### config.mk
export PLATFORM = sky130hd
export DESIGN_NAME = i2c_master_bit_engine
export DESIGN_NICKNAME = d
export VERILOG_FILES = /design/src/i2cm_pkg.sv /design/src/i2cm_sequencer.sv /design/src/i2cm_datapath.sv /design/src/i2c_master_bit_engine.sv
export VERILOG_INCLUDE_DIRS = /design/src /design/src/src
export SDC_FILE = /design/constraint.sdc
export NUM_CORES = 1
export LEC_CHECK = 0
export BUFFER_PORTS_ARGS = -buffer_cell sky130_fd_sc_hd__buf_4
export CAP_MARGIN = 15
export CORE_MARGIN = 4
export CORE_UTILIZATION = 41
export CTS_CLUSTER_DIAMETER = 60
export DETAILED_ROUTE_END_ITERATION = 8
export SLEW_MARGIN = 5
export SYNTH_ARGS = -nofsm -noshare
export SYNTH_HDL_FRONTEND = slang
export SYNTH_SLANG_ARGS = --single-unit
### constraint.sdc
create_clock -name i_clk -period 2.1 [get_ports i_clk]
set_input_delay 0 -clock i_clk [delete_from_list [all_inputs] [get_ports i_clk]]
set_output_delay 0 -clock i_clk [all_outputs]
set_load 0.005 [all_outputs]
### src/i2c_master_bit_engine_assert.svh
// Assertion macros used by the I2C master bit engine RTL.
`ifndef I2C_MASTER_BIT_ENGINE_ASSERT_SVH
`define I2C_MASTER_BIT_ENGINE_ASSERT_SVH

// Same-cycle implication, checked out of reset.
`define I2CM_ASSERT_IMP(lbl, clk, rst_n, pre, post) \
    lbl: assert property (@(posedge clk) disable iff (!rst_n) (pre) |-> (post)) \
        else $error("i2cm assertion failed");

// Next-cycle implication, checked out of reset.
`define I2CM_ASSERT_NXT(lbl, clk, rst_n, pre, post) \
    lbl: assert property (@(posedge clk) disable iff (!rst_n) (pre) |=> (post)) \
        else $error("i2cm assertion failed");

`endif

### src/i2cm_pkg.sv
// Types, command codes and the microcode ROM of the I2C master bit engine.
`timescale 1ns / 1ps
package i2cm_pkg;

    localparam int UPC_W = 5;
    localparam int CNT_W = 3;
    localparam logic [CNT_W-1:0] BIT_CNT_INIT = 3'd7;

    typedef enum logic [2:0] {
        CMD_START  = 3'd0,
        CMD_STOP   = 3'd1,
        CMD_WRITE  = 3'd2,
        CMD_READ   = 3'd3,
        CMD_TX_ACK = 3'd4,
        CMD_RX_ACK = 3'd5
    } t_cmd;

    typedef enum logic [1:0] {SCL_HOLD, SCL_LOW, SCL_HIGH} t_scl_op;
    typedef enum logic [2:0] {SDA_HOLD, SDA_LOW, SDA_HIGH, SDA_ACK, SDA_MSB} t_sda_op;
    typedef enum logic [1:0] {SH_NONE, SH_LEFT, SH_IN} t_shift_op;
    typedef enum logic [1:0] {SEQ_NEXT, SEQ_END, SEQ_LOOP} t_seq_op;

    typedef struct packed {
        t_scl_op          scl_op;
        t_sda_op          sda_op;
        t_shift_op        shift_op;
        t_seq_op          seq_op;
        logic [UPC_W-1:0] target;
        logic             rx_byte;
        logic             rx_ack;
    } t_uword;

    // Step status from the sequencer to the datapath.
    typedef struct packed {
        logic   step;
        logic   last;
        t_uword uw;
    } t_ctrl;

    localparam logic [UPC_W-1:0] A_START  = 5'd0;
    localparam logic [UPC_W-1:0] A_STOP   = 5'd4;
    localparam logic [UPC_W-1:0] A_WRITE  = 5'd7;
    localparam logic [UPC_W-1:0] A_READ   = 5'd10;
    localparam logic [UPC_W-1:0] A_RD_BIT = 5'd11;
    localparam logic [UPC_W-1:0] A_TX_ACK = 5'd13;
    localparam logic [UPC_W-1:0] A_RX_ACK = 5'd16;

    function automatic t_uword uw(t_scl_op scl, t_sda_op sda, t_shift_op sh,
                                  t_seq_op seq, logic [UPC_W-1:0] tgt,
                                  logic rxb, logic rxa);
        t_uword w;
        w.scl_op   = scl;
        w.sda_op   = sda;
        w.shift_op = sh;
        w.seq_op   = seq;
        w.target   = tgt;
        w.rx_byte  = rxb;
        w.rx_ack   = rxa;
        return w;
    endfunction

    // One control word per line phase.
    function automatic t_uword ucode_rom(logic [UPC_W-1:0] pc);
        t_uword w;
        unique case (pc)
            5'd0:  w = uw(SCL_HOLD, SDA_HIGH, SH_NONE, SEQ_NEXT, '0, 1'b0, 1'b0);
            5'd1:  w = uw(SCL_HIGH, SDA_HOLD, SH_NONE, SEQ_NEXT, '0, 1'b0, 1'b0);
            5'd2:  w = uw(SCL_HOLD, SDA_LOW,  SH_NONE, SEQ_NEXT, '0, 1'b0, 1'b0);
            5'd3:  w = uw(SCL_LOW,  SDA_HOLD, SH_NONE, SEQ_END,  '0, 1'b0, 1'b0);
            5'd4:  w = uw(SCL_HOLD, SDA_LOW,  SH_NONE, SEQ_NEXT, '0, 1'b0, 1'b0);
            5'd5:  w = uw(SCL_HIGH, SDA_HOLD, SH_NONE, SEQ_NEXT, '0, 1'b0, 1'b0);
            5'd6:  w = uw(SCL_HOLD, SDA_HIGH, SH_NONE, SEQ_END,  '0, 1'b0, 1'b0);
            5'd7:  w = uw(SCL_HOLD, SDA_MSB,  SH_LEFT, SEQ_NEXT, '0, 1'b0, 1'b0);
            5'd8:  w = uw(SCL_HIGH, SDA_HOLD, SH_NONE, SEQ_NEXT, '0, 1'b0, 1'b0);
            5'd9:  w = uw(SCL_LOW,  SDA_HOLD, SH_NONE, SEQ_LOOP, A_WRITE, 1'b0, 1'b0);
            5'd10: w = uw(SCL_HOLD, SDA_HIGH, SH_NONE, SEQ_NEXT, '0, 1'b0, 1'b0);
            5'd11: w = uw(SCL_HIGH, SDA_HOLD, SH_IN,   SEQ_NEXT, '0, 1'b0, 1'b0);
            5'd12: w = uw(SCL_LOW,  SDA_HOLD, SH_NONE, SEQ_LOOP, A_RD_BIT, 1'b1, 1'b0);
            5'd13: w = uw(SCL_HOLD, SDA_ACK,  SH_NONE, SEQ_NEXT, '0, 1'b0, 1'b0);
            5'd14: w = uw(SCL_HIGH, SDA_HOLD, SH_NONE, SEQ_NEXT, '0, 1'b0, 1'b0);
            5'd15: w = uw(SCL_LOW,  SDA_HOLD, SH_NONE, SEQ_END,  '0, 1'b0, 1'b0);
            5'd16: w = uw(SCL_HOLD, SDA_HIGH, SH_NONE, SEQ_NEXT, '0, 1'b0, 1'b0);
            5'd17: w = uw(SCL_HIGH, SDA_HOLD, SH_NONE, SEQ_NEXT, '0, 1'b0, 1'b0);
            5'd18: w = uw(SCL_LOW,  SDA_HOLD, SH_NONE, SEQ_END,  '0, 1'b0, 1'b1);
            default: w = uw(SCL_HOLD, SDA_HOLD, SH_NONE, SEQ_END, '0, 1'b0, 1'b0);
        endcase
        return w;
    endfunction

    function automatic logic cmd_known(logic [2:0] code);
        return (code <= CMD_RX_ACK);
    endfunction

    function automatic logic [UPC_W-1:0] cmd_entry(logic [2:0] code);
        logic [UPC_W-1:0] a;
        unique case (code)
            CMD_START:  a = A_START;
            CMD_STOP:   a = A_STOP;
            CMD_WRITE:  a = A_WRITE;
            CMD_READ:   a = A_READ;
            CMD_TX_ACK: a = A_TX_ACK;
            CMD_RX_ACK: a = A_RX_ACK;
            default:    a = A_START;
        endcase
        return a;
    endfunction

endpackage

### src/i2cm_sequencer.sv
// Microcode sequencer: step counter, bit loop counter and ROM fetch.
`timescale 1ns / 1ps
module i2cm_sequencer
    import i2cm_pkg::*;
(
    input  logic             i_clk,
    input  logic             i_rst_n,
    input  logic             i_launch,
    input  logic [2:0]       i_cmd,
    input  logic             i_slot_free,
    output logic             o_busy,
    output t_ctrl            o_ctrl
);

    logic [UPC_W-1:0] r_pc, n_pc;
    logic [CNT_W-1:0] r_cnt, n_cnt;
    logic             r_busy, n_busy;
    t_uword           w_uw;
    logic             w_step;
    logic             w_last;

    assign w_uw   = ucode_rom(r_pc);
    assign w_step = r_busy && i_slot_free;
    assign w_last = (w_uw.seq_op == SEQ_END) ||
                    ((w_uw.seq_op == SEQ_LOOP) && (r_cnt == '0));

    always_comb begin
        n_pc   = r_pc;
        n_cnt  = r_cnt;
        n_busy = r_busy;
        if (i_launch) begin
            n_pc   = cmd_entry(i_cmd);
            n_cnt  = BIT_CNT_INIT;
            n_busy = 1'b1;
        end else if (w_step) begin
            case (w_uw.seq_op)
                SEQ_NEXT: n_pc = UPC_W'(r_pc + 1'b1);
                SEQ_LOOP: begin
                    if (r_cnt != '0) begin
                        n_pc  = w_uw.target;
                        n_cnt = CNT_W'(r_cnt - 1'b1);
                    end else begin
                        n_busy = 1'b0;
                    end
                end
                default: n_busy = 1'b0;
            endcase
        end
    end

    always_ff @(posedge i_clk) begin
        if (!i_rst_n) begin
            r_pc   <= '0;
            r_cnt  <= '0;
            r_busy <= 1'b0;
        end else begin
            r_pc   <= n_pc;
            r_cnt  <= n_cnt;
            r_busy <= n_busy;
        end
    end

    assign o_busy      = r_busy;
    assign o_ctrl.step = w_step;
    assign o_ctrl.last = w_last;
    assign o_ctrl.uw   = w_uw;

endmodule

### src/i2cm_datapath.sv
// Line levels, shift register, latched request fields and result register.
`timescale 1ns / 1ps
module i2cm_datapath
    import i2cm_pkg::*;
(
    input  logic       i_clk,
    input  logic       i_rst_n,
    input  logic       i_accept,
    input  logic [2:0] i_req_type,
    input  logic [7:0] i_tx_byte,
    input  logic       i_ack_level,
    input  logic [7:0] i_slave_byte,
    input  logic       i_slave_ack,
    input  t_ctrl      i_ctrl,
    input  logic       i_out_stall,
    output logic       o_slot_free,
    output logic       o_out_valid,
    output logic       o_scl_out,
    output logic       o_sda_out,
    output logic       o_run_last,
    output logic [7:0] o_rx_data,
    output logic       o_rx_ack
);

    logic       r_scl, n_scl;
    logic       r_sda, n_sda;
    logic [7:0] r_shift, n_shift;
    logic       r_ack_level;
    logic [7:0] r_slave_byte;
    logic       r_slave_ack;
    logic       r_out_valid;
    logic       r_out_scl, r_out_sda, r_out_last, r_out_rx_ack;
    logic [7:0] r_out_rx_data;
    logic [CNT_W-1:0] r_bit_idx;

    // Read sample index tracks the loop count, MSB first.
    logic [CNT_W-1:0] n_bit_idx;

    assign o_slot_free = !r_out_valid || !i_out_stall;

    always_comb begin
        n_scl     = r_scl;
        n_sda     = r_sda;
        n_shift   = r_shift;
        n_bit_idx = r_bit_idx;
        if (i_accept) begin
            n_bit_idx = BIT_CNT_INIT;
            if (i_req_type == CMD_WRITE)
                n_shift = i_tx_byte;
            else if (i_req_type == CMD_READ)
                n_shift = '0;
        end else if (i_ctrl.step) begin
            unique case (i_ctrl.uw.scl_op)
                SCL_LOW:  n_scl = 1'b0;
                SCL_HIGH: n_scl = 1'b1;
                default:  n_scl = r_scl;
            endcase
            unique case (i_ctrl.uw.sda_op)
                SDA_LOW:  n_sda = 1'b0;
                SDA_HIGH: n_sda = 1'b1;
                SDA_ACK:  n_sda = r_ack_level;
                SDA_MSB:  n_sda = r_shift[7];
                default:  n_sda = r_sda;
            endcase
            case (i_ctrl.uw.shift_op)
                SH_LEFT: n_shift = {r_shift[6:0], 1'b0};
                SH_IN: begin
                    n_shift   = {r_shift[6:0], r_slave_byte[r_bit_idx]};
                    n_bit_idx = CNT_W'(r_bit_idx - 1'b1);
                end
                default: n_shift = r_shift;
            endcase
        end
    end

    always_ff @(posedge i_clk) begin
        if (!i_rst_n) begin
            r_scl       <= 1'b1;
            r_sda       <= 1'b1;
            r_shift     <= '0;
            r_out_valid <= 1'b0;
        end else begin
            r_scl   <= n_scl;
            r_sda   <= n_sda;
            r_shift <= n_shift;
            if (i_ctrl.step)
                r_out_valid <= 1'b1;
            else if (!i_out_stall)
                r_out_valid <= 1'b0;
        end
    end

    always_ff @(posedge i_clk) begin
        r_bit_idx <= n_bit_idx;
        if (i_accept) begin
            r_ack_level  <= i_ack_level;
            r_slave_byte <= i_slave_byte;
            r_slave_ack  <= i_slave_ack;
        end
        if (i_ctrl.step) begin
            r_out_scl     <= n_scl;
            r_out_sda     <= n_sda;
            r_out_last    <= i_ctrl.last;
            r_out_rx_data <= (i_ctrl.last && i_ctrl.uw.rx_byte) ? n_shift : 8'h00;
            r_out_rx_ack  <= i_ctrl.last && i_ctrl.uw.rx_ack && r_slave_ack;
        end
    end

    assign o_out_valid = r_out_valid;
    assign o_scl_out   = r_out_scl;
    assign o_sda_out   = r_out_sda;
    assign o_run_last  = r_out_last;
    assign o_rx_data   = r_out_rx_data;
    assign o_rx_ack    = r_out_rx_ack;

endmodule

### src/i2c_master_bit_engine.sv
// Each request steps through n line phases (n = 4 start, 3 stop, 24 write, 17 read, 3 send ack,
// 3 read ack); each phase is registered into the output registers, and output stall pauses the steps.
// A new request is taken the cycle after the last phase of the previous one is issued, not before.
// Unknown request codes are accepted without starting a run and produce no results.
// Reset (synchronous, active low): SCL and SDA released high, shift register cleared, idle.
`timescale 1ns / 1ps
module i2c_master_bit_engine
    import i2cm_pkg::*;
(
    input  logic       i_clk,
    input  logic       i_rst_n,
    input  logic       i_in_valid,
    output logic       o_in_stall,
    input  logic [2:0] i_req_type,
    input  logic [7:0] i_tx_byte,
    input  logic       i_ack_level,
    input  logic [7:0] i_slave_byte,
    input  logic       i_slave_ack,
    output logic       o_out_valid,
    input  logic       i_out_stall,
    output logic       o_scl_out,
    output logic       o_sda_out,
    output logic       o_run_last,
    output logic [7:0] o_rx_data,
    output logic       o_rx_ack
);

`include "i2c_master_bit_engine_assert.svh"

    logic  w_busy;
    logic  w_accept;
    logic  w_launch;
    logic  w_slot_free;
    t_ctrl w_ctrl;

    assign o_in_stall = w_busy;
    assign w_accept   = i_in_valid && !w_busy;
    assign w_launch   = w_accept && cmd_known(i_req_type);

    i2cm_sequencer u_seq (
        .i_clk       (i_clk),
        .i_rst_n     (i_rst_n),
        .i_launch    (w_launch),
        .i_cmd       (i_req_type),
        .i_slot_free (w_slot_free),
        .o_busy      (w_busy),
        .o_ctrl      (w_ctrl)
    );

    i2cm_datapath u_dp (
        .i_clk        (i_clk),
        .i_rst_n      (i_rst_n),
        .i_accept     (w_accept),
        .i_req_type   (i_req_type),
        .i_tx_byte    (i_tx_byte),
        .i_ack_level  (i_ack_level),
        .i_slave_byte (i_slave_byte),
        .i_slave_ack  (i_slave_ack),
        .i_ctrl       (w_ctrl),
        .i_out_stall  (i_out_stall),
        .o_slot_free  (w_slot_free),
        .o_out_valid  (o_out_valid),
        .o_scl_out    (o_scl_out),
        .o_sda_out    (o_sda_out),
        .o_run_last   (o_run_last),
        .o_rx_data    (o_rx_data),
        .o_rx_ack     (o_rx_ack)
    );

    `I2CM_ASSERT_NXT(a_last_ends_run, i_clk, i_rst_n, w_ctrl.step && w_ctrl.last, !w_busy)
    `I2CM_ASSERT_NXT(a_launch_busy, i_clk, i_rst_n, w_launch, w_busy && o_in_stall)
    `I2CM_ASSERT_IMP(a_rx_on_last, i_clk, i_rst_n,
        o_out_valid && ((o_rx_data != 8'h00) || o_rx_ack), o_run_last)

endmodule
* Word-level counts from Yosys, hierarchy flattened
Memory sizes are Yosys's and may differ from the RTL's. A register that Yosys moved wholly into a read port is not among the register bits.
Cells that the tools add are included.
** Storage, ports and cells
- Flip-flop bits (word level) :: 45
- Bits in read-only memories :: 480
- Input port bits :: 25
- Output and inout port bits :: 14
- Logic and storage cells :: 94
- Memories :: 1
** Memory list
- (name not given) :: words 32, bits a word 15, rd ports 1, clocked after Yosys merged registers in 1, write ports 0, line i2cm_pkg.sv:65 : unique case (pc)
** Operators by class
- Add/sub/neg operators :: 3
- Magnitude comparators :: 2
- Equality and inequality tests :: 19
- Multiplexer cells :: 30
- Reductions and logical operators :: 23
** Operators with widths (count)
- $mux W8 :: 4
- $mux W5 :: 5
- $pmux W5 S5 :: 1
- $pmux W8 S2 :: 1
- $eq A3 B2 Y1 const B :: 4
- $mux W3 :: 4
- $mux W1 :: 10
- $pmux W5 S2 :: 1
- $eq A3 B3 Y1 const B :: 3
- $reduce_and A3 Y1 :: 3
- $logic_and A1 B1 Y1 :: 7
- $eq A2 B1 Y1 const B :: 3
- $eq A2 B2 Y1 const B :: 3
- $eq A3 B1 Y1 const B :: 2
- $ne A3 B2 Y1 const B :: 2
- $reduce_bool A2 Y1 :: 3
- $reduce_bool A3 Y1 :: 2
- $sub A3 B1 Y3 const B :: 2
- $add A5 B1 Y5 const B :: 1
- $lt A3 B4 Y1 const B :: 1
- $ne A2 B1 Y1 const B :: 2
- $pmux W1 S2 :: 2
- $pmux W1 S4 :: 1
- $bmux W1 S3 :: 1
- other kinds (6) :: 9

* Depth between registers and ports, before layout
Gate-level depths: netlist of run 1.
- Word-level depth :: 7
- Mapped depth :: 10
- Mapped depth without buffers :: 10

* Hierarchy
From an unflattened synthesis of run 1, not the netlist that was laid out.
** Second synthesis, totals
- Cell total of the unflattened synthesis :: 299
- Area, all modules :: 2979.1 um^2
** Modules (own cells, without submodules)
- i2cm_datapath :: times used 1, cells an instance 149, area each 1714.1 um^2, seq. area each 940.9 um^2
- i2cm_sequencer :: times used 1, cells an instance 148, area each 1239.9 um^2, seq. area each 400.4 um^2
- i2c_master_bit_engine :: times used 1, cells an instance 2, area each 25.0 um^2, seq. area each 0.0 um^2

* Worst setup path after synthesis of run 1
OpenSTA, ideal clock, no wires.
- Path type :: register to register
- Start :: register u_seq.r_busy (netlist: u_seq.o_busy)
- End :: register, netlist name u_seq.w_uw[12]
- Library setup time :: 0.078 ns
- Arrival time :: 2.031 ns
- Data required time :: 2.022 ns
- Slack :: -0.009 ns
- Stages on the path, launching flop included :: 9
- Buffers on the path :: 0
- Clock period less this slack :: 2.109 ns
- Path through :: dfxtp_1 > a21bo_4 > or4_4 > a31o_4 > inv_4 > ha_1 > a21bo_2 > o31a_1 > o22ai_1
** Between the ends
- Cells in the longest elaborated chain, start to end :: 7
** RTL lines
- start: declaration :: line i2cm_sequencer.sv:17 : logic r_busy, n_busy;
- start signal: assignment :: line i2cm_sequencer.sv:59 : r_busy <= n_busy;
- $logic_not A1 Y1 :: line i2c_master_bit_engine.sv:37 : assign w_accept = i_in_valid && !w_busy;
- $logic_and A1 B1 Y1 :: line i2c_master_bit_engine.sv:37
- $logic_and A1 B1 Y1 :: line i2c_master_bit_engine.sv:38 : assign w_launch = w_accept && cmd_known(i_req_type);
- $ne A3 B2 Y1 (no line), or another cell as far along
- $reduce_and A3 Y1 (no line)
- $mux W5 (no line) (*) (2 in series)
Every way passes the cells marked *; elsewhere a longest branch is shown, timed or not.
A chain may end at the register's enable or synchronous reset.

==> parameters.txt, run 1 <==
Parameter                              Value

Status
  Result of the run ... finished, final reports clean

Setup path
  Maximum fanout along the worst path ... 6
  Cell breakdown of the critical path ... a21bo_4 -> buf_4 -> inv_6 -> a311oi_4 -> a211oi_4 -> nand2_2 -> inv_4 -> mux2i_1 -> o221ai_1
  Data required time of the worst path ... about 2.3 ns
  CP Data Arrival Time ... 2.25 ns
  Startpoint class of the critical path ... register
  Path type of the worst setup path ... register to register
  Endpoint kind of the worst setup timing path ... register
  CP max stage delay ... 0.38 ns
  Cell with the largest stage delay on the worst path ... sky130_fd_sc_hd__dfxtp_2

STA
  Max Transition Viols Final ... 0
  Setup TNS ... 0 ns
  Number of endpoints failing setup at the final stage ... 0
  Worst slew slack as a fraction of its limit ... about 72%
  Worst Slack Setup Final ... between 0.04 and 0.05 ns
  Clock Skews ... 0.008923 ns
  Hold violation total from the final report ... 0
  Worst-margin pin slew ... around 0.42 ns
  Final critical-path share of the clock period ... a little over nine tenths
  Clock period minus final worst setup slack ... 2.059 ns
  Setup repair after global routing missed its margin ... yes
  Fmax ... 0.4856 GHz

CTS
  Number of buffers created by CTS ... 5
  Count of H-tree levels built during CTS ... 2
  Clock Sinks ... 56
  Clock edge transition at the registers on the reported setup and hold paths ... 0.11 ns
  Longest Clk Path Bufs ... 2
  Source-to-sink clock delay at the later pin of the worst-skew pair ... approximately 0.32 ns
  Clock tree from TritonCTS ... built
  CTS root buf ... sky130_fd_sc_hd__clkbuf_8

Routing
  Detailed-router iteration count before antenna repair ... 4
  Final wirelength ... 6.745 mm
  Iter 0 DRT Violations ... 84
  Routed len/inst ... roughly 15 um
  Via count normalized by instance count ... 5.147
  Number of nets with antenna violations after routing ... 0
  Post-detailed-route DRC marker count ... 0
  Total via count in the routed design ... 2352

Power and ir drop
  Worst vdd ir ... 0.3039 mV
  Leakage power of the design ... 0.001532 uW
  Pwr Density ... about 700 nW/um^2

Yosys
  Register area share after synthesis ... 46.89%
  Cell variety after synth ... 64
  Top post-synthesis cells by area ... sky130_fd_sc_hd__dfxtp_1, sky130_fd_sc_hd__edfxtp_1, sky130_fd_sc_hd__ha_1
  Post-synth top cells ... sky130_fd_sc_hd__dfxtp_1, sky130_fd_sc_hd__nand2_1, sky130_fd_sc_hd__edfxtp_1
  Number of enable flip-flop cells after synthesis ... 22
  Post-synth top flop ... sky130_fd_sc_hd__dfxtp_1
  Post-synthesis area per instance ... 10.29 um^2
  Post-synth top area share ... 23.80%
  Cell with the most instances after synthesis ... sky130_fd_sc_hd__dfxtp_1
  Cell area after synthesis ... 2860 um^2
  Proportion of synthesized flip-flops having asynchronous set or reset ... 0%
  Total of flip-flops plus latches after synthesis ... 56
  Largest area contributor in the netlist ... sky130_fd_sc_hd__dfxtp_1
  Syn nets ... 314
  Syn Inst Count ... between 200 and 300
  YS warnings ... 0

Layout
  Post-Layout Inst Area ... roughly 3800 um^2
  N_diodes ... 0
  Flip-flop and latch area ... 1346 um^2
  Post-layout net count ... about 400
  Fill cell count ... 604
  Proportion of layout cells with a drive suffix above 1 ... 35.73%
  Synthesis-to-finish area growth ... 34.21%
  Multi-input gate area ... 1530 um^2

Floorplanning
  Horizontal die dimension ... 91.53 um
  Top-level I/O count ... 39
  Core box area ... 6794 um^2
  # rows ... 30
  Effective utilization at floorplan ... 42.10%
  Die extent in y ... 91.53 um
  Die Outline Area ... 8377 um^2

Global routing
  Number of global-route vias before repair ... 2362
  Overall routing resource usage ... 16.56%
  Remaining global-route overflow ... 0
  Maximum number of pins on one net before global-route repair ... 21
  First-pass GRT wire length ... 11.26 mm
  Initial antenna violation count ... 0

Placement
  Area after DPL ... around 3500 um^2
  Routability cong. ... 0.8650
  Setup slack at placement ... -0.009643 ns
  Sum of net half-perimeters after detailed placement ... 4.981 mm
  Number of port buffers ... 38

Run
  Max-capacitance violation count ... 0

Hold path
  Class of the worst hold path ... input pin to register
## cell usage in the layout, fill, tap and decap left out, drive strengths merged, types with 3 or more instances in the layout
cell,n
buf,74
dfxtp,34
nand2,25
edfxtp,22
inv,22
nor2,13
nand3,13
ha,11
and2,10
dlygate4sd3,10
a211oi,10
nor2b,9
nor3b,9
o21ai,9
a31oi,9
a21oi,8
xor2,5
nand2b,5
clkbuf,5
xnor2,4
nor3,4
mux2i,3
or2,3
o22ai,3
## path summary, 6_finish.rpt
kind                           from                end  slack [ns]  depth (start not counted)
setup / recovery       u_seq.o_busy      u_seq.w_uw[7]        0.04                          9
hold reg to reg   u_dp.r_bit_idx[1]  u_dp.r_bit_idx[1]        0.54                          2
hold / removal          i_out_stall   u_dp.o_out_valid        0.04                          3
setup reg to reg       u_seq.o_busy      u_seq.w_uw[7]        0.04                          9
## final cells by class
class                      count  area share, %
tap                           96          3.129
multi-input combinational    194          39.86
clock buffer                   5          1.793
sequential                    56          35.07
timing repair buffer          84          17.28
inverter                      19          2.119
clock inverter                 3         0.7497
## report_power, final
group	total [uW]	internal (uW)	switching, uW
Clock	644	253	391
Combinational	772	396	376
Sequential	1280	1220	52.4
Total	2690	1870	819
## kinds of logic (layout without fill, tap and decap cells)
kind of cell             count (synthesis)  after routing  synth area share, %
AO/OA/AOI/OAI                           63             63                17.50
XOR/XNOR                                 9              9                2.756
adder cells (fa/ha/maj)                 11             11                4.812
buffers and inverters                   28            111                3.893
flip-flops                              56             56                46.89
multiplexers                             7              7                3.412
AND/OR/NAND/NOR                        104            104                20.74
## metrics by stage
step | std cells | util (%) | hold WS [ns] | total power, uW
2_1_floorplan | 278 | - | 0.09887 | 1678
3_3_place_gp | 433 | 50.88 | 0.1784 | 1944
3_5_place_dp | 433 | 50.88 | 0.1795 | 1953
4_1_cts | 453 | 54.42 | 0.02853 | 2622
5_1_grt | 457 | 56.50 | 0.04641 | 2836
6_report | 457 | 56.50 | 0.03724 | 2691
## metal layers
metal	part of all wire, %	vias to the layer above	track usage [%]
li1	-	1178	-
met1	45	1105	21.65
met2	49	57	27.69
met3	4.6	12	2.817
met4	1.8	0	5.276
met5	0	-	0
## sequential cells by signal (all words and copies together) (netlist names)
name	flops
u_dp.o_out_valid	1
u_dp.o_run_last	1
u_dp.o_rx_ack	1
u_dp.o_rx_data	8
u_dp.o_scl_out	1
u_dp.o_sda_out	1
u_dp.r_ack_level	1
u_dp.r_bit_idx	3
u_dp.r_scl	1
u_dp.r_sda	1
u_dp.r_shift	8
u_dp.r_slave_ack	1
u_dp.r_slave_byte	8
u_seq.o_busy	1
u_seq.r_cnt	3
u_seq.r_pc	5
u_seq.w_uw	11
## repair_timing
| item | in CTS | in global routing |
|---|---|---|
| hold endpoints to repair | 10 | 0 |
| cloned | 0 | 0 |
| pin swaps | 6 | 9 |
| gates resized for setup | 7 | 21 |
| setup endpoints to repair | 5 | 10 |
| buffers inserted | 2 | 4 |
| hold buffers | 10 | 0 |
## worst max-delay path, delay by kind of cell, from the launching register on
kind                   cells  cell delay, ns
AND/OR/NAND/NOR            1            0.17
AO/OA/AOI/OAI              4            0.85
multiplexers               1            0.19
flip-flops                 1            0.38
buffers and inverters      3            0.35
Power figures use the tool's default switching activity.
==> inputs of run 2 (changes only) <==
- ABC_AREA: not set -> 1
==> run 2 against run 1 <==
Against the previous run:
- die area shrank 0.33%
- via count grew 1.6%
- sequential share of layout area grew 3.2 points
- worst setup slack gained 0.15 ns
- area after synthesis shrank 0.35%
- routed wire length shrank 10%
- total power shrank 4.0%
- largest cell class unchanged
- highest routed layer unchanged
==> parameters.txt, run 2 <==
Parameter                              Value

Status
  Result of the run ... finished, final reports clean (unchanged)

Power and ir drop
  Pwr Density ... 737.6 nW/um^2 (was 701.1 nW/um^2)
  Worst vdd ir ... 0.4353 mV (was 0.3039 mV)
  Leakage power of the design ... 0.001521 uW (was 0.001532 uW)

Global routing
  Maximum number of pins on one net before global-route repair ... 18 (was 21)
  Number of global-route vias before repair ... 2189 (was 2362)
  Grt met1 use ... 20.29% (was 21.65%)
  Met3 usage in global routing ... 3.148% (was 2.817%)
  Met2 routing resource usage after global routing ... 24.83% (was 27.69%)
  Highest-utilization routing layer at the global route stage ... met2 (unchanged)
  First-pass GRT wire length ... 10.40 mm (was 11.26 mm)
  Overall routing resource usage ... 15.23% (was 16.56%)
  Initial antenna violation count ... 0 (unchanged)
  Remaining global-route overflow ... 0 (unchanged)

Yosys
  Top post-synthesis cells by area ... sky130_fd_sc_hd__dfxtp_1, sky130_fd_sc_hd__edfxtp_1, sky130_fd_sc_hd__nand2_1 (was sky130_fd_sc_hd__dfxtp_1, sky130_fd_sc_hd__edfxtp_1, sky130_fd_sc_hd__ha_1)
  Post-synth top cells ... sky130_fd_sc_hd__nand2_1, sky130_fd_sc_hd__inv_1, sky130_fd_sc_hd__dfxtp_1, sky130_fd_sc_hd__nor2_1 (was sky130_fd_sc_hd__dfxtp_1, sky130_fd_sc_hd__nand2_1, sky130_fd_sc_hd__edfxtp_1)
  Post-synth top flop ... sky130_fd_sc_hd__dfxtp_1 (unchanged)
  Number of enable flip-flop cells after synthesis ... 22 (unchanged)
  Cell area after synthesis ... 2850 um^2 (was 2860 um^2)
  YS warnings ... 0 (unchanged)
  Total of flip-flops plus latches after synthesis ... 56 (unchanged)
  Post-synth top area share ... 23.88% (was 23.80%)
  Syn nets ... 374 (was 314)
  Cell with the most instances after synthesis ... sky130_fd_sc_hd__nand2_1 (was sky130_fd_sc_hd__dfxtp_1)
  Proportion of synthesized flip-flops having asynchronous set or reset ... 0% (unchanged)
  Post-synthesis area per instance ... 8.433 um^2 (was 10.29 um^2)
  Largest area contributor in the netlist ... sky130_fd_sc_hd__dfxtp_1 (unchanged)
  Register area share after synthesis ... 47.06% (was 46.89%)
  Syn Inst Count ... 338 (was 278)
  Cell variety after synth ... 38 (was 64)

Layout
  Synthesis-to-finish area growth ... 22.91% (was 34.21%)
  Final design utilization ... 51.85% (was 56.50%)
  Most frequent cells in the layout ... sky130_fd_sc_hd__nand2_1, sky130_fd_sc_hd__buf_4, sky130_fd_sc_hd__inv_1 (was sky130_fd_sc_hd__buf_4, sky130_fd_sc_hd__dfxtp_1, sky130_fd_sc_hd__nand2_1)
  Most frequent standard cell in the layout excluding fill and tap cells ... sky130_fd_sc_hd__nand2_1 (was sky130_fd_sc_hd__buf_4)
  Proportion of layout cells with a drive suffix above 1 ... 21.97% (was 35.73%)
  Post-layout net count ... 431 (was 396)
  Max FFs per register ... 11 (unchanged)
  N_diodes ... 0 (unchanged)

STA
  Fmax ... 0.5229 GHz (was 0.4856 GHz)
  Clock Skews ... 0.007137 ns (was 0.008923 ns)
  Setup TNS ... 0 ns (unchanged)
  Setup repair after global routing missed its margin ... no (was yes)
  Worst-margin pin slew ... 0.4223 ns (was 0.4180 ns)
  Worst slew slack as a fraction of its limit ... 71.76% (was 72.03%)
  Worst-case hold slack ... 0.08088 ns (was 0.03724 ns)
  Number of endpoints failing setup at the final stage ... 0 (unchanged)
  Max Transition Viols Final ... 0 (unchanged)
  Hold violation total from the final report ... 0 (unchanged)
  Final critical-path share of the clock period ... 91.07% (was 98.07%)
  Clock period minus final worst setup slack ... 1.912 ns (was 2.059 ns)

Hold path
  Class of the worst hold path ... input pin to register (unchanged)

Routing
  Post-detailed-route DRC marker count ... 0 (unchanged)
  Routed len/inst ... 12.74 um (was 14.76 um)
  Iter 0 DRT Violations ... 86 (was 84)
  Number of nets with antenna violations after routing ... 0 (unchanged)
  Total via count in the routed design ... 2390 (was 2352)
  Detailed-router iteration count before antenna repair ... 4 (unchanged)
  Via count normalized by instance count ... 5.021 (was 5.147)
  Final wirelength ... 6.062 mm (was 6.745 mm)

Setup path
  Startpoint class of the critical path ... register (unchanged)
  Data required time of the worst path ... 2.31 ns (was 2.29 ns)
  Endpoint kind of the worst setup timing path ... register (unchanged)
  CP max stage delay ... 0.32 ns (was 0.38 ns)
  Cell with the largest stage delay on the worst path ... sky130_fd_sc_hd__dfxtp_1 (was sky130_fd_sc_hd__dfxtp_2)
  Path type of the worst setup path ... register to register (unchanged)
  Number of buffer and inverter instances along the worst setup path ... 2 (was 3)
  Cell breakdown of the critical path ... inv_1 -> ha_2 -> nand3_2 -> nand3_4 -> nand2_4 -> nand2_4 -> nand2_4 -> nor2_4 -> inv_1 -> ha_1 -> nor2_1 -> nor2_1 -> nand2_1 -> nand2_1 -> nand2_1 (was a21bo_4 -> buf_4 -> inv_6 -> a311oi_4 -> a211oi_4 -> nand2_2 -> inv_4 -> mux2i_1 -> o221ai_1)
  Crit path max-delay family ... simple AND/OR/NAND/NOR gates (was compound AO/OA/AOI/OAI gates)
  Maximum fanout along the worst path ... 9 (was 6)
  CP Data Arrival Time ... 2.12 ns (was 2.25 ns)

Floorplanning
  Top-level I/O count ... 39 (unchanged)
  Horizontal die dimension ... 91.38 um (was 91.53 um)
  Die Outline Area ... 8349 um^2 (was 8377 um^2)
  Effective utilization at floorplan ... 42.19% (was 42.10%)
  Die extent in y ... 91.38 um (was 91.53 um)
  # rows ... 30 (unchanged)
  Core box area ... 6756 um^2 (was 6794 um^2)

CTS
  Clock tree from TritonCTS ... built (unchanged)
  CTS root buf ... sky130_fd_sc_hd__clkbuf_8 (unchanged)
  Clock Sinks ... 56 (unchanged)
  Number of buffers created by CTS ... 5 (unchanged)
  Count of H-tree levels built during CTS ... 2 (unchanged)
  Source-to-sink clock delay at the later pin of the worst-skew pair ... 0.31 ns (was 0.32 ns)
  Clock edge transition at the registers on the reported setup and hold paths ... 0.10 ns (was 0.11 ns)
  Longest Clk Path Bufs ... 2 (unchanged)

Placement
  Routability cong. ... 0.8780 (was 0.8650)
  Sum of net half-perimeters after detailed placement ... 4.572 mm (was 4.981 mm)
  Number of port buffers ... 38 (unchanged)

Run
  Max-capacitance violation count ... 0 (unchanged)
[run 2: cell families (layout without fill, tap and decap cells)]
logic type                 Yosys count  in the layout  share of synthesized area (%)
muxes                                1              1                         0.3951
DFF                                 56             56                          47.06
adders and majority gates           11             11                          4.829
xor gates and xnor gates             2              2                         0.6147
and+or+nand+nor                    154            154                          27.00
buffers and inverters               50            108                          6.629
AOI/OAI and AO/OA                   64             64                          13.48
[run 2: what timing repair did]
action	CTS	global route
buffers inserted	0	1
endpoints found under the setup margin	0	8
gates resized for setup	0	8
hold buffers	11	0
hold endpoints to repair	11	0
[run 2: power breakdown]
part,total (uW),internal [uW],switching (uW)
clock network,666,313,353
registers,1280,1230,52.4
logic,636,258,378
[run 2: tightest hold or removal path, cell delays in order]
cell	delay (ns)
sky130_fd_sc_hd__buf_4	0.15
sky130_fd_sc_hd__nand3_4	0.14
sky130_fd_sc_hd__inv_1	0.05
[run 2: area by class of cell]
cell class                 instances  area [um^2]
fill                             655         3253
clock inverter                     1        8.758
timing repair buffer              56        447.9
clock buffer                       7        97.59
sequential                        56         1341
inverter                          44        165.2
tap                               80        100.1
multi-input combinational        232         1343
[run 2: through the flow]
step / worst slack (ns) / cells / instance area (um^2) / total power, uW
finish: 0.1876 / 476 / 3503 / 2584
global route: 0.002236 / 476 / 3503 / 2751
CTS: 0.1098 / 475 / 3473 / 2594
detailed placement: 0.1264 / 456 / 3257 / 1909
global placement: 0.1708 / 456 / 3257 / 1903
floorplan: 0.05631 / 338 / 2850 / 1716
[run 2: final timing paths]
kind | cells past startpoint | to | slack, ns | startpoint
min | 3 | u_seq.r_pc[0] | 0.08 | i_rst_n
min reg2reg | 2 | u_seq.r_cnt[0] | 0.48 | u_seq.r_cnt[0]
max reg2reg | 15 | u_seq.w_uw[14] | 0.19 | u_seq.r_cnt[1]
max | 15 | u_seq.w_uw[14] | 0.19 | u_seq.r_cnt[1]
[run 2: layer usage]
metal,share of wire [%],up-vias
li1,-,1248
met1,47,1094
met2,48,42
met3,4.2,6
met4,0.87,0
met5,0,-
